<file path="src/sv/fcr_pkg.sv">
// Shared types and constants for the filled circle rasterizer.
// Depends on nothing; every other file imports it.
package fcr_pkg;

  // Radius field width after masking; offsets carry one sign bit more.
  localparam int RADIUS_BITS = 11;
  localparam int OFS_W       = RADIUS_BITS + 1;
  localparam int SQ_W        = 2 * RADIUS_BITS;
  localparam int CTR_W       = 16;
  localparam int POS_W       = ((OFS_W > CTR_W) ? OFS_W : CTR_W) + 1;

  localparam int SCR_W       = 13;
  localparam int PAN_W       = 12;
  localparam int BPP_W       = 3;
  localparam int STRIDE_W    = 16;
  localparam int ADDR_W      = 32;
  localparam int COLOR_W     = 8;

  localparam int PADDR_W     = 5;
  localparam int PDATA_W     = 32;
  localparam int REG_IDX_W   = 3;

  localparam logic FUNC_START = 1'b0;
  localparam logic FUNC_STEP  = 1'b1;

  typedef enum logic [REG_IDX_W-1:0] {
    REG_SCREEN_WIDTH    = 3'd0,
    REG_SCREEN_HEIGHT   = 3'd1,
    REG_PAN_X           = 3'd2,
    REG_PAN_Y           = 3'd3,
    REG_BYTES_PER_PIXEL = 3'd4,
    REG_LINE_STRIDE     = 3'd5
  } reg_idx_t;

  localparam logic [SCR_W-1:0]    RST_SCREEN_WIDTH    = 13'd640;
  localparam logic [SCR_W-1:0]    RST_SCREEN_HEIGHT   = 13'd480;
  localparam logic [PAN_W-1:0]    RST_PAN_X           = 12'd0;
  localparam logic [PAN_W-1:0]    RST_PAN_Y           = 12'd0;
  localparam logic [BPP_W-1:0]    RST_BYTES_PER_PIXEL = 3'd4;
  localparam logic [STRIDE_W-1:0] RST_LINE_STRIDE     = 16'd2560;

  typedef struct packed {
    logic [SCR_W-1:0]    screen_width;
    logic [SCR_W-1:0]    screen_height;
    logic [PAN_W-1:0]    pan_x;
    logic [PAN_W-1:0]    pan_y;
    logic [BPP_W-1:0]    bytes_per_pixel;
    logic [STRIDE_W-1:0] line_stride;
  } cfg_t;

  typedef struct packed {
    logic                    func;
    logic signed [CTR_W-1:0] centre_x;
    logic signed [CTR_W-1:0] centre_y;
    logic [10:0]             radius;
    logic [COLOR_W-1:0]      red;
    logic [COLOR_W-1:0]      green;
    logic [COLOR_W-1:0]      blue;
  } in_word_t;

  typedef struct packed {
    logic               write_enable;
    logic [ADDR_W-1:0]  write_address;
    logic [COLOR_W-1:0] out_blue;
    logic [COLOR_W-1:0] out_green;
    logic [COLOR_W-1:0] out_red;
    logic               done_res;
  } out_word_t;

endpackage

</file>
<file path="src/sv/filled_circle_rasterizer_core.sv">
// Top level of the filled circle rasterizer.
// Depends on fcr_pkg, fcr_cfg_regs, fcr_in_stage and fcr_scan_core.
//
// Usage:
//   Input channel (in_valid / in_ready / in_data): each word is either a
//   start (func = 0) carrying centre, radius and colour, or a step
//   (func = 1) that visits one point of the square -r..r-1 by -r..r-1,
//   row by row. Every input word yields exactly one result word.
//   Result channel (out_valid / out_ready / out_data): write_enable marks a
//   framebuffer write of blue, green, red at write_address; done_res marks
//   the word that completes the circle (or a start with radius zero).
//   Configuration: APB-style port; write only while no words are in flight.
// Timing:
//   One word per clock sustained while out_ready stays high. A word is held
//   in the input register, then the circle test, clip and address build run
//   combinationally into the result register. The row address term (one
//   16-bit multiply) sets the cycle's depth.
// Reset (rst_n low, synchronous): scan idle, both stages empty, registers at
//   their defaults (640 x 480, no pan, 4 bytes per pixel, stride 2560).
// Stall: when out_ready is low the result register holds its word; the input
//   register still takes one more word, then in_ready drops until space frees.
module filled_circle_rasterizer_core (
  input  logic                        clk,
  input  logic                        rst_n,
  input  logic                        in_valid,
  output logic                        in_ready,
  input  fcr_pkg::in_word_t           in_data,
  output logic                        out_valid,
  input  logic                        out_ready,
  output fcr_pkg::out_word_t          out_data,
  input  logic                        psel,
  input  logic                        penable,
  input  logic                        pwrite,
  input  logic [fcr_pkg::PADDR_W-1:0] paddr,
  input  logic [fcr_pkg::PDATA_W-1:0] pwdata,
  output logic [fcr_pkg::PDATA_W-1:0] prdata,
  output logic                        pready
);
  import fcr_pkg::*;

  cfg_t     cfg;
  logic     item_valid;
  logic     item_ready;
  in_word_t item;

  // Register file; values feed the clip and address logic directly.
  fcr_cfg_regs u_cfg_regs (
    .clk     (clk),
    .rst_n   (rst_n),
    .psel    (psel),
    .penable (penable),
    .pwrite  (pwrite),
    .paddr   (paddr),
    .pwdata  (pwdata),
    .prdata  (prdata),
    .pready  (pready),
    .cfg     (cfg)
  );

  // Hold the incoming word until the scan core takes it.
  fcr_in_stage u_in_stage (
    .clk        (clk),
    .rst_n      (rst_n),
    .in_valid   (in_valid),
    .in_ready   (in_ready),
    .in_data    (in_data),
    .item_valid (item_valid),
    .item_ready (item_ready),
    .item       (item)
  );

  // Advance the scan, test the point and register the result word.
  fcr_scan_core u_scan_core (
    .clk        (clk),
    .rst_n      (rst_n),
    .cfg        (cfg),
    .item_valid (item_valid),
    .item_ready (item_ready),
    .item       (item),
    .out_valid  (out_valid),
    .out_ready  (out_ready),
    .out_data   (out_data)
  );

endmodule

</file>
<file path="src/sv/fcr_cfg_regs.sv">
// Configuration register file behind the APB-style port.
// Depends on fcr_pkg for the register map and the cfg_t struct.
module fcr_cfg_regs (
  input  logic                      clk,
  input  logic                      rst_n,
  input  logic                      psel,
  input  logic                      penable,
  input  logic                      pwrite,
  input  logic [fcr_pkg::PADDR_W-1:0] paddr,
  input  logic [fcr_pkg::PDATA_W-1:0] pwdata,
  output logic [fcr_pkg::PDATA_W-1:0] prdata,
  output logic                      pready,
  output fcr_pkg::cfg_t             cfg
);
  import fcr_pkg::*;

  cfg_t                 cfg_r;
  cfg_t                 cfg_nxt;
  logic [REG_IDX_W-1:0] reg_idx;
  logic                 wr_en;

  assign pready  = 1'b1;
  assign reg_idx = paddr[PADDR_W-1:2];
  assign wr_en   = psel && penable && pwrite && pready;

  always_comb begin
    cfg_nxt = cfg_r;
    if (wr_en) begin
      case (reg_idx_t'(reg_idx))
        REG_SCREEN_WIDTH:    cfg_nxt.screen_width    = pwdata[SCR_W-1:0];
        REG_SCREEN_HEIGHT:   cfg_nxt.screen_height   = pwdata[SCR_W-1:0];
        REG_PAN_X:           cfg_nxt.pan_x           = pwdata[PAN_W-1:0];
        REG_PAN_Y:           cfg_nxt.pan_y           = pwdata[PAN_W-1:0];
        REG_BYTES_PER_PIXEL: cfg_nxt.bytes_per_pixel = pwdata[BPP_W-1:0];
        REG_LINE_STRIDE:     cfg_nxt.line_stride     = pwdata[STRIDE_W-1:0];
        default:             cfg_nxt = cfg_r;
      endcase
    end
  end

  always_comb begin
    case (reg_idx_t'(reg_idx))
      REG_SCREEN_WIDTH:    prdata = PDATA_W'(cfg_r.screen_width);
      REG_SCREEN_HEIGHT:   prdata = PDATA_W'(cfg_r.screen_height);
      REG_PAN_X:           prdata = PDATA_W'(cfg_r.pan_x);
      REG_PAN_Y:           prdata = PDATA_W'(cfg_r.pan_y);
      REG_BYTES_PER_PIXEL: prdata = PDATA_W'(cfg_r.bytes_per_pixel);
      REG_LINE_STRIDE:     prdata = PDATA_W'(cfg_r.line_stride);
      default:             prdata = '0;
    endcase
  end

  always_ff @(posedge clk) begin
    if (!rst_n) begin
      cfg_r.screen_width    <= RST_SCREEN_WIDTH;
      cfg_r.screen_height   <= RST_SCREEN_HEIGHT;
      cfg_r.pan_x           <= RST_PAN_X;
      cfg_r.pan_y           <= RST_PAN_Y;
      cfg_r.bytes_per_pixel <= RST_BYTES_PER_PIXEL;
      cfg_r.line_stride     <= RST_LINE_STRIDE;
    end else begin
      cfg_r <= cfg_nxt;
    end
  end

  assign cfg = cfg_r;

endmodule

</file>
<file path="src/sv/fcr_in_stage.sv">
// Input register stage: captures one input word and offers it to the scan core.
// Depends on fcr_pkg for the in_word_t struct.
module fcr_in_stage (
  input  logic              clk,
  input  logic              rst_n,
  input  logic              in_valid,
  output logic              in_ready,
  input  fcr_pkg::in_word_t in_data,
  output logic              item_valid,
  input  logic              item_ready,
  output fcr_pkg::in_word_t item
);
  import fcr_pkg::*;

  logic     in_valid_r;
  logic     in_valid_nxt;
  in_word_t in_data_r;

  // Refill in the same cycle the held word moves on.
  assign in_ready = !in_valid_r || item_ready;

  always_comb begin
    in_valid_nxt = in_valid_r;
    if (in_ready) begin
      in_valid_nxt = in_valid;
    end
  end

  always_ff @(posedge clk) begin
    if (!rst_n) begin
      in_valid_r <= 1'b0;
    end else begin
      in_valid_r <= in_valid_nxt;
    end
  end

  always_ff @(posedge clk) begin
    if (in_ready && in_valid) begin
      in_data_r <= in_data;
    end
  end

  assign item_valid = in_valid_r;
  assign item       = in_data_r;

endmodule

</file>
<file path="src/sv/fcr_scan_core.sv">
// Scan state, per-point circle and clip test, address build and result register.
// Depends on fcr_pkg for field widths, codes and the word structs.
module fcr_scan_core (
  input  logic               clk,
  input  logic               rst_n,
  input  fcr_pkg::cfg_t      cfg,
  input  logic               item_valid,
  output logic               item_ready,
  input  fcr_pkg::in_word_t  item,
  output logic               out_valid,
  input  logic               out_ready,
  output fcr_pkg::out_word_t out_data
);
  import fcr_pkg::*;

  // Scan state
  logic                    active_r,  active_nxt;
  logic signed [OFS_W-1:0] ofs_i_r,   ofs_i_nxt;
  logic signed [OFS_W-1:0] ofs_j_r,   ofs_j_nxt;
  logic signed [CTR_W-1:0] cx_r,      cx_nxt;
  logic signed [CTR_W-1:0] cy_r,      cy_nxt;
  logic [RADIUS_BITS-1:0]  rad_r,     rad_nxt;
  logic [COLOR_W-1:0]      blue_r,    blue_nxt;
  logic [COLOR_W-1:0]      green_r,   green_nxt;
  logic [COLOR_W-1:0]      red_r,     red_nxt;
  // Running squares of the offsets and the squared radius
  logic [SQ_W-1:0]         sq_i_r,    sq_i_nxt;
  logic [SQ_W-1:0]         sq_j_r,    sq_j_nxt;
  logic [SQ_W-1:0]         rsq_r,     rsq_nxt;

  logic      out_valid_r, out_valid_nxt;
  out_word_t out_data_r;
  out_word_t res;

  logic                    take;
  logic [RADIUS_BITS-1:0]  r_in;
  logic signed [OFS_W-1:0] neg_r_in;
  logic signed [OFS_W-1:0] neg_r;
  logic signed [OFS_W-1:0] r_s;
  logic [SQ_W-1:0]         rsq_start;
  logic signed [OFS_W-1:0] i_inc;
  logic signed [OFS_W-1:0] j_inc;
  logic signed [SQ_W+1:0]  sq_i_wide;
  logic signed [SQ_W+1:0]  sq_j_wide;
  logic                    last_i;
  logic                    last_j;
  logic                    inside_c;
  logic signed [POS_W-1:0] pos_x;
  logic signed [POS_W-1:0] pos_y;
  logic                    on_screen;
  logic [SCR_W:0]          xp;
  logic [SCR_W:0]          yp;
  logic [ADDR_W-1:0]       addr;

  assign item_ready = !out_valid_r || out_ready;
  assign take       = item_valid && item_ready;

  // Start values
  assign r_in      = RADIUS_BITS'(item.radius);
  assign neg_r_in  = -$signed({1'b0, r_in});
  assign rsq_start = SQ_W'(r_in) * SQ_W'(r_in);

  // Step position
  assign r_s    = $signed({1'b0, rad_r});
  assign neg_r  = -r_s;
  assign i_inc  = ofs_i_r + $signed(OFS_W'(1));
  assign j_inc  = ofs_j_r + $signed(OFS_W'(1));
  assign last_i = !(i_inc < r_s);
  assign last_j = !(j_inc < r_s);

  // (k+1)^2 = k^2 + 2k + 1
  assign sq_i_wide = $signed({2'b00, sq_i_r}) + (SQ_W+2)'($signed({ofs_i_r, 1'b1}));
  assign sq_j_wide = $signed({2'b00, sq_j_r}) + (SQ_W+2)'($signed({ofs_j_r, 1'b1}));

  assign inside_c = ({1'b0, sq_i_r} + {1'b0, sq_j_r}) < {1'b0, rsq_r};

  assign pos_x = POS_W'(cx_r) + POS_W'(ofs_i_r);
  assign pos_y = POS_W'(cy_r) + POS_W'(ofs_j_r);
  assign on_screen = !pos_x[POS_W-1] && !pos_y[POS_W-1] &&
                     (pos_x[POS_W-2:0] < (POS_W-1)'(cfg.screen_width)) &&
                     (pos_y[POS_W-2:0] < (POS_W-1)'(cfg.screen_height));

  // On screen means both coordinates fit in the screen field width.
  assign xp   = {1'b0, pos_x[SCR_W-1:0]} + (SCR_W+1)'(cfg.pan_x);
  assign yp   = {1'b0, pos_y[SCR_W-1:0]} + (SCR_W+1)'(cfg.pan_y);
  assign addr = ADDR_W'(xp) * ADDR_W'(cfg.bytes_per_pixel) +
                ADDR_W'(yp) * ADDR_W'(cfg.line_stride);

  always_comb begin
    active_nxt = active_r;
    ofs_i_nxt  = ofs_i_r;
    ofs_j_nxt  = ofs_j_r;
    cx_nxt     = cx_r;
    cy_nxt     = cy_r;
    rad_nxt    = rad_r;
    blue_nxt   = blue_r;
    green_nxt  = green_r;
    red_nxt    = red_r;
    sq_i_nxt   = sq_i_r;
    sq_j_nxt   = sq_j_r;
    rsq_nxt    = rsq_r;
    res        = '0;
    if (item.func == FUNC_START) begin
      cx_nxt        = $signed(item.centre_x);
      cy_nxt        = $signed(item.centre_y);
      rad_nxt       = r_in;
      blue_nxt      = item.blue;
      green_nxt     = item.green;
      red_nxt       = item.red;
      ofs_i_nxt     = neg_r_in;
      ofs_j_nxt     = neg_r_in;
      sq_i_nxt      = rsq_start;
      sq_j_nxt      = rsq_start;
      rsq_nxt       = rsq_start;
      active_nxt    = (r_in != '0);
      res.done_res  = (r_in == '0);
    end else if (active_r) begin
      if (inside_c && on_screen) begin
        res.write_enable  = 1'b1;
        res.write_address = addr;
        res.out_blue      = blue_r;
        res.out_green     = green_r;
        res.out_red       = red_r;
      end
      if (!last_i) begin
        ofs_i_nxt = i_inc;
        sq_i_nxt  = sq_i_wide[SQ_W-1:0];
      end else if (!last_j) begin
        ofs_i_nxt = neg_r;
        sq_i_nxt  = rsq_r;
        ofs_j_nxt = j_inc;
        sq_j_nxt  = sq_j_wide[SQ_W-1:0];
      end else begin
        active_nxt   = 1'b0;
        res.done_res = 1'b1;
      end
    end
  end

  always_comb begin
    out_valid_nxt = out_valid_r;
    if (take) begin
      out_valid_nxt = 1'b1;
    end else if (out_ready) begin
      out_valid_nxt = 1'b0;
    end
  end

  always_ff @(posedge clk) begin
    if (!rst_n) begin
      active_r    <= 1'b0;
      ofs_i_r     <= '0;
      ofs_j_r     <= '0;
      cx_r        <= '0;
      cy_r        <= '0;
      rad_r       <= '0;
      blue_r      <= '0;
      green_r     <= '0;
      red_r       <= '0;
      sq_i_r      <= '0;
      sq_j_r      <= '0;
      rsq_r       <= '0;
      out_valid_r <= 1'b0;
    end else begin
      out_valid_r <= out_valid_nxt;
      if (take) begin
        active_r <= active_nxt;
        ofs_i_r  <= ofs_i_nxt;
        ofs_j_r  <= ofs_j_nxt;
        cx_r     <= cx_nxt;
        cy_r     <= cy_nxt;
        rad_r    <= rad_nxt;
        blue_r   <= blue_nxt;
        green_r  <= green_nxt;
        red_r    <= red_nxt;
        sq_i_r   <= sq_i_nxt;
        sq_j_r   <= sq_j_nxt;
        rsq_r    <= rsq_nxt;
      end
    end
  end

  always_ff @(posedge clk) begin
    if (take) begin
      out_data_r <= res;
    end
  end

  assign out_valid = out_valid_r;
  assign out_data  = out_data_r;

  a_ofs_in_range: assert property (@(posedge clk) disable iff (!rst_n)
    active_r |-> (ofs_i_r < r_s) && (ofs_j_r < r_s))
    else $error("scan offset beyond radius");

  a_sq_tracks_i: assert property (@(posedge clk) disable iff (!rst_n)
    active_r |-> ((SQ_W+2)'(ofs_i_r) * (SQ_W+2)'(ofs_i_r)) == (SQ_W+2)'(sq_i_r))
    else $error("running square of column offset out of step");

  a_sq_tracks_j: assert property (@(posedge clk) disable iff (!rst_n)
    active_r |-> ((SQ_W+2)'(ofs_j_r) * (SQ_W+2)'(ofs_j_r)) == (SQ_W+2)'(sq_j_r))
    else $error("running square of row offset out of step");

  a_last_point_idles: assert property (@(posedge clk) disable iff (!rst_n)
    take && (item.func == FUNC_STEP) && active_r && last_i && last_j
    |=> !active_r && out_valid_r && out_data_r.done_res)
    else $error("last scan point did not finish the circle");

  a_zero_radius_done: assert property (@(posedge clk) disable iff (!rst_n)
    take && (item.func == FUNC_START) && (r_in == '0)
    |=> !active_r && out_valid_r && out_data_r.done_res && !out_data_r.write_enable)
    else $error("zero radius start not done at once");

endmodule

</file>
<file path="config.mk">
export PLATFORM = sky130hd
export DESIGN_NAME = filled_circle_rasterizer_core
export DESIGN_NICKNAME = d
export VERILOG_FILES = /design/src/sv/fcr_pkg.sv /design/src/sv/filled_circle_rasterizer_core.sv /design/src/sv/fcr_cfg_regs.sv /design/src/sv/fcr_in_stage.sv /design/src/sv/fcr_scan_core.sv
export SDC_FILE = /design/constraint.sdc
export NUM_CORES = 2
export LEC_CHECK = 0
export BUFFER_PORTS_ARGS = -buffer_cell sky130_fd_sc_hd__buf_2
export CORE_AREA = 2 2 335 337
export DETAILED_ROUTE_END_ITERATION = 6
export DIE_AREA = 0 0 337 339
export GPL_TIMING_DRIVEN = 0
export MAX_ROUTING_LAYER = met4
export SYNTH_ARGS = -nofsm -noshare
export SYNTH_HDL_FRONTEND = slang
export SYNTH_SLANG_ARGS = --single-unit
</file>
<file path="constraint.sdc">
create_clock -name clk -period 13.1 [get_ports clk]
set_input_delay 1.31 -clock clk [delete_from_list [all_inputs] [get_ports clk]]
set_output_delay 1.31 -clock clk [all_outputs]
set_load 0.02 [all_outputs]
</file>
==> results_dict.tcl <==
set metrics [dict create \
    finalSetupTns_ns 0 \
    drc_errors 3 \
    dp_hpwl_mm 87.0 \
    finalCriticalPeriod_ns 10.55 \
    critical_path_required_ns 13.45 \
    htree_levels 2 \
    maxCapViolCount 0 \
    r2r_end "u_scan_core.out_data[51]" \
    finalMaxSlewViolations 0 \
    setup_violations 0 \
    status "complete, but fails checks" \
    areaGrowthSynthToFinish_pct 13.0 \
    die_area_sq_mm 0.114 \
    yosysSeqAreaShare_pct 25.2 \
    hold_ws_ns 0.454 \
    cp_max_fo 10 \
    final_common_cell "nand2_1" \
    async_flop_share_pct 0 \
    die_x_microns 337 \
    chipHeight_microns 339 \
    rr_worst_depth 35 \
    power_switching_uw 1560 \
    seq_power_share_pct 31.2 \
    fillers 11635 \
    slew_headroom_pct 13.8 \
    finClkSkew_ns 0.0215 \
    place_ws_ns 2.63 \
    ioPinCount 205 \
    whs_path_depth 2 \
    power_density_mw_per_mm2 108 \
    cts_buffers 43 \
    max_stage_delay_ns 0.63 \
    tightest_slew_ns 1.28 \
    dp.cells 5411 \
    fin_crit_sh_pct 80.5 \
    drt-total-wl_mm 107 \
    share_comb_of_total_power_pct 37.9 \
    crit_top_cell "fa_1" \
    reg2reg_from "u_scan_core.ofs_j_r[1]" \
    reg2reg_slack_ns 2.55 \
    drive_gt1_share_pct 7.67 \
    setup_slack_ns 2.55 \
    gp_congestion 0.954 \
    synth_cells 3739 \
    grt_pass1_vias 27149 \
    fmax_ghz 0.0948 \
    syn_area_sq_mm 0.0329 \
    portBuffers 166 \
    cts_root_buf "clkbuf_16" \
    clock_latency_ns 0.62 \
    ys.flop_type "dfxtp_1" \
    clkPwrFrac_pct 30.9 \
    hp-class "reg -> reg" \
    ys_ff_latch 352 \
    cts_hold_buf 0 \
    cts_tree "done" \
    via_per_inst 4.97 \
    p_int_uw 2460 \
    violations "DRC" \
    final_antenna_net_count 0 \
    design_area_sq_mm 0.0371 \
    p_sw_share_pct 38.8 \
    grt_usage_pct 19.1 \
    arrival_ns 10.90 \
    start_util_pct 29.8 \
    stdcell_count 5498 \
    crit_family "adder cells" \
    cts_buffer_depth 3 \
    p_leak_uw 0.0167 \
    avgSynthCellArea_sq_um 8.79 \
    critPathKind "reg -> reg" \
    grt_max_degree 59 \
    rows 122 \
    dr.pass1.iters 7 \
    hold_path_end "u_scan_core.rsq_r[20]" \
    start_kind "register" \
    gr-total-overflow 0 \
    ctsResizeCount 0 \
    postCtsSetupBuffers 0 \
    nets 4703 \
    dpl_cell_area_sq_mm 0.0357 \
    synth_edf_count 125 \
    numClockSinks 352 \
    crit_path_top_delay_cell "dfxtp_1" \
    synth.distinct_cells 75 \
    core_area_sq_mm 0.110 \
    grt_pass1_wl_mm 163 \
    cp_num_buf_inv 4 \
    clk_pin_slew_worst_paths_ns 0.06 \
    drt_iter0_markers 2087 \
    vias 27313 \
    min-delay-start "u_scan_core.rsq_r[20]" \
    rsz0062_at_grt "false" \
    path_depth 35 \
    peakVddDrop_uv 116 \
    endpoint_kind "register" \
    antenna_found_initial 18 \
    wire_per_inst_microns 19.4 \
    ys_warn_count 0 \
    hold_violations 0 \
    final_cell_mix "nand2_1 (595), inv_1 (413), ha_1 (345)" \
]
==> stage by stage <==
step | util, % | power, uW
after floorplan | - | 2330
after global placement | 32.3 | 2750
after detailed placement | 32.3 | 2770
after CTS | 33.6 | 4030
after global routing | 33.6 | 4260
final | 33.7 | 4010
==> routing by layer <==
layer / GRT usage [%] / wire (microns) / up-vias
li1: - / - / 12982
met1: 23.8 / 44600 / 13150
met2: 31.3 / 49900 / 925
met3: 2.83 / 7930 / 256
met4: 7.09 / 4510 / 0
met5: - / 0 / -
==> state kept, by name (all words and copies together) (netlist names), 16 cells and up <==
name	count
u_scan_core.sq_j_r	22
u_scan_core.cx_r	16
u_scan_core.out_data	57
u_scan_core.sq_i_r	22
u_scan_core.cy_r	16
u_cfg_regs.cfg	69
u_scan_core.rsq_r	21
u_in_stage.item	68
==> how the worst max path moves through the flow <==
stage | start | to | slack, ns
finish | u_scan_core.ofs_j_r[1] | u_scan_core.out_data[51] | 2.55
global route | u_scan_core.ofs_j_r[1] | u_scan_core.out_data[51] | 1.93
CTS | u_scan_core.ofs_j_r[1] | u_scan_core.out_data[51] | 2.58
detailed placement | u_scan_core.ofs_j_r[1] | u_scan_core.out_data[51] | 2.63
global placement | u_scan_core.ofs_j_r[0] | u_scan_core.out_data[51] | 2.82
floorplan | u_scan_core.ofs_j_r[0] | u_scan_core.out_data[51] | 4.15
==> cells in the mapped netlist (55+ instances only) <==
cell type	number	area share, %
a21oi_1	249	3.8
ha_1	345	13
and2_1	149	2.8
nor2_1	180	2.1
nor2b_1	55	1.0
o21ai_0	134	2.0
edfxtp_1	125	11
a21boi_0	64	1.5
inv_1	414	4.7
dfxtp_1	227	14
nand2_1	595	6.8
a21o_1	63	1.4
fa_1	278	17
clkbuf_1	139	1.6
xnor2_1	121	3.2
==> worst min-delay path, stage by stage, from the launching register on <==
cell	delay (ns)
dfxtp_1	0.31
nand2_1	0.05
a21oi_1	0.05
==> cell type report <==
type | instances | area (sq um) | area share, %
Multi-Input combinational cell | 2818 | 22400 | 60.2
Sequential cell | 352 | 8300 | 22.3
Tap cell | 1488 | 1860 | 5.01
Inverter | 416 | 1560 | 4.21
Clock buffer | 56 | 1230 | 3.30
Timing Repair Buffer | 168 | 886 | 2.38
Buffer | 169 | 719 | 1.94
Clock inverter | 23 | 203 | 0.546
Antenna cell | 8 | 20.0 | 0.0539
==> power groups by stage <==
stage / combinational, uW / clock (uW) / sequential, uW
after floorplan: 1080 / 0 / 1250
after global placement: 1480 / 0 / 1280
after detailed placement: 1500 / 0 / 1270
after CTS: 1510 / 1270 / 1250
after global routing: 1700 / 1310 / 1260
final: 1520 / 1240 / 1250
==> logic make-up (layout without fill, tap and decap cells) <==
family          after synthesis  after routing  synth area share [%]
flops                       352            352                  25.2
mux                          45             45                  1.67
simple gates               1211           1211                  16.9
xor+xnor                    173            173                  4.61
compound gates              748            748                  14.6
other cells                   2             26                0.0228
buf+inv                     585            832                  6.94
fa+ha+maj                   623            623                  30.1
Power figures use the tool's default switching activity.
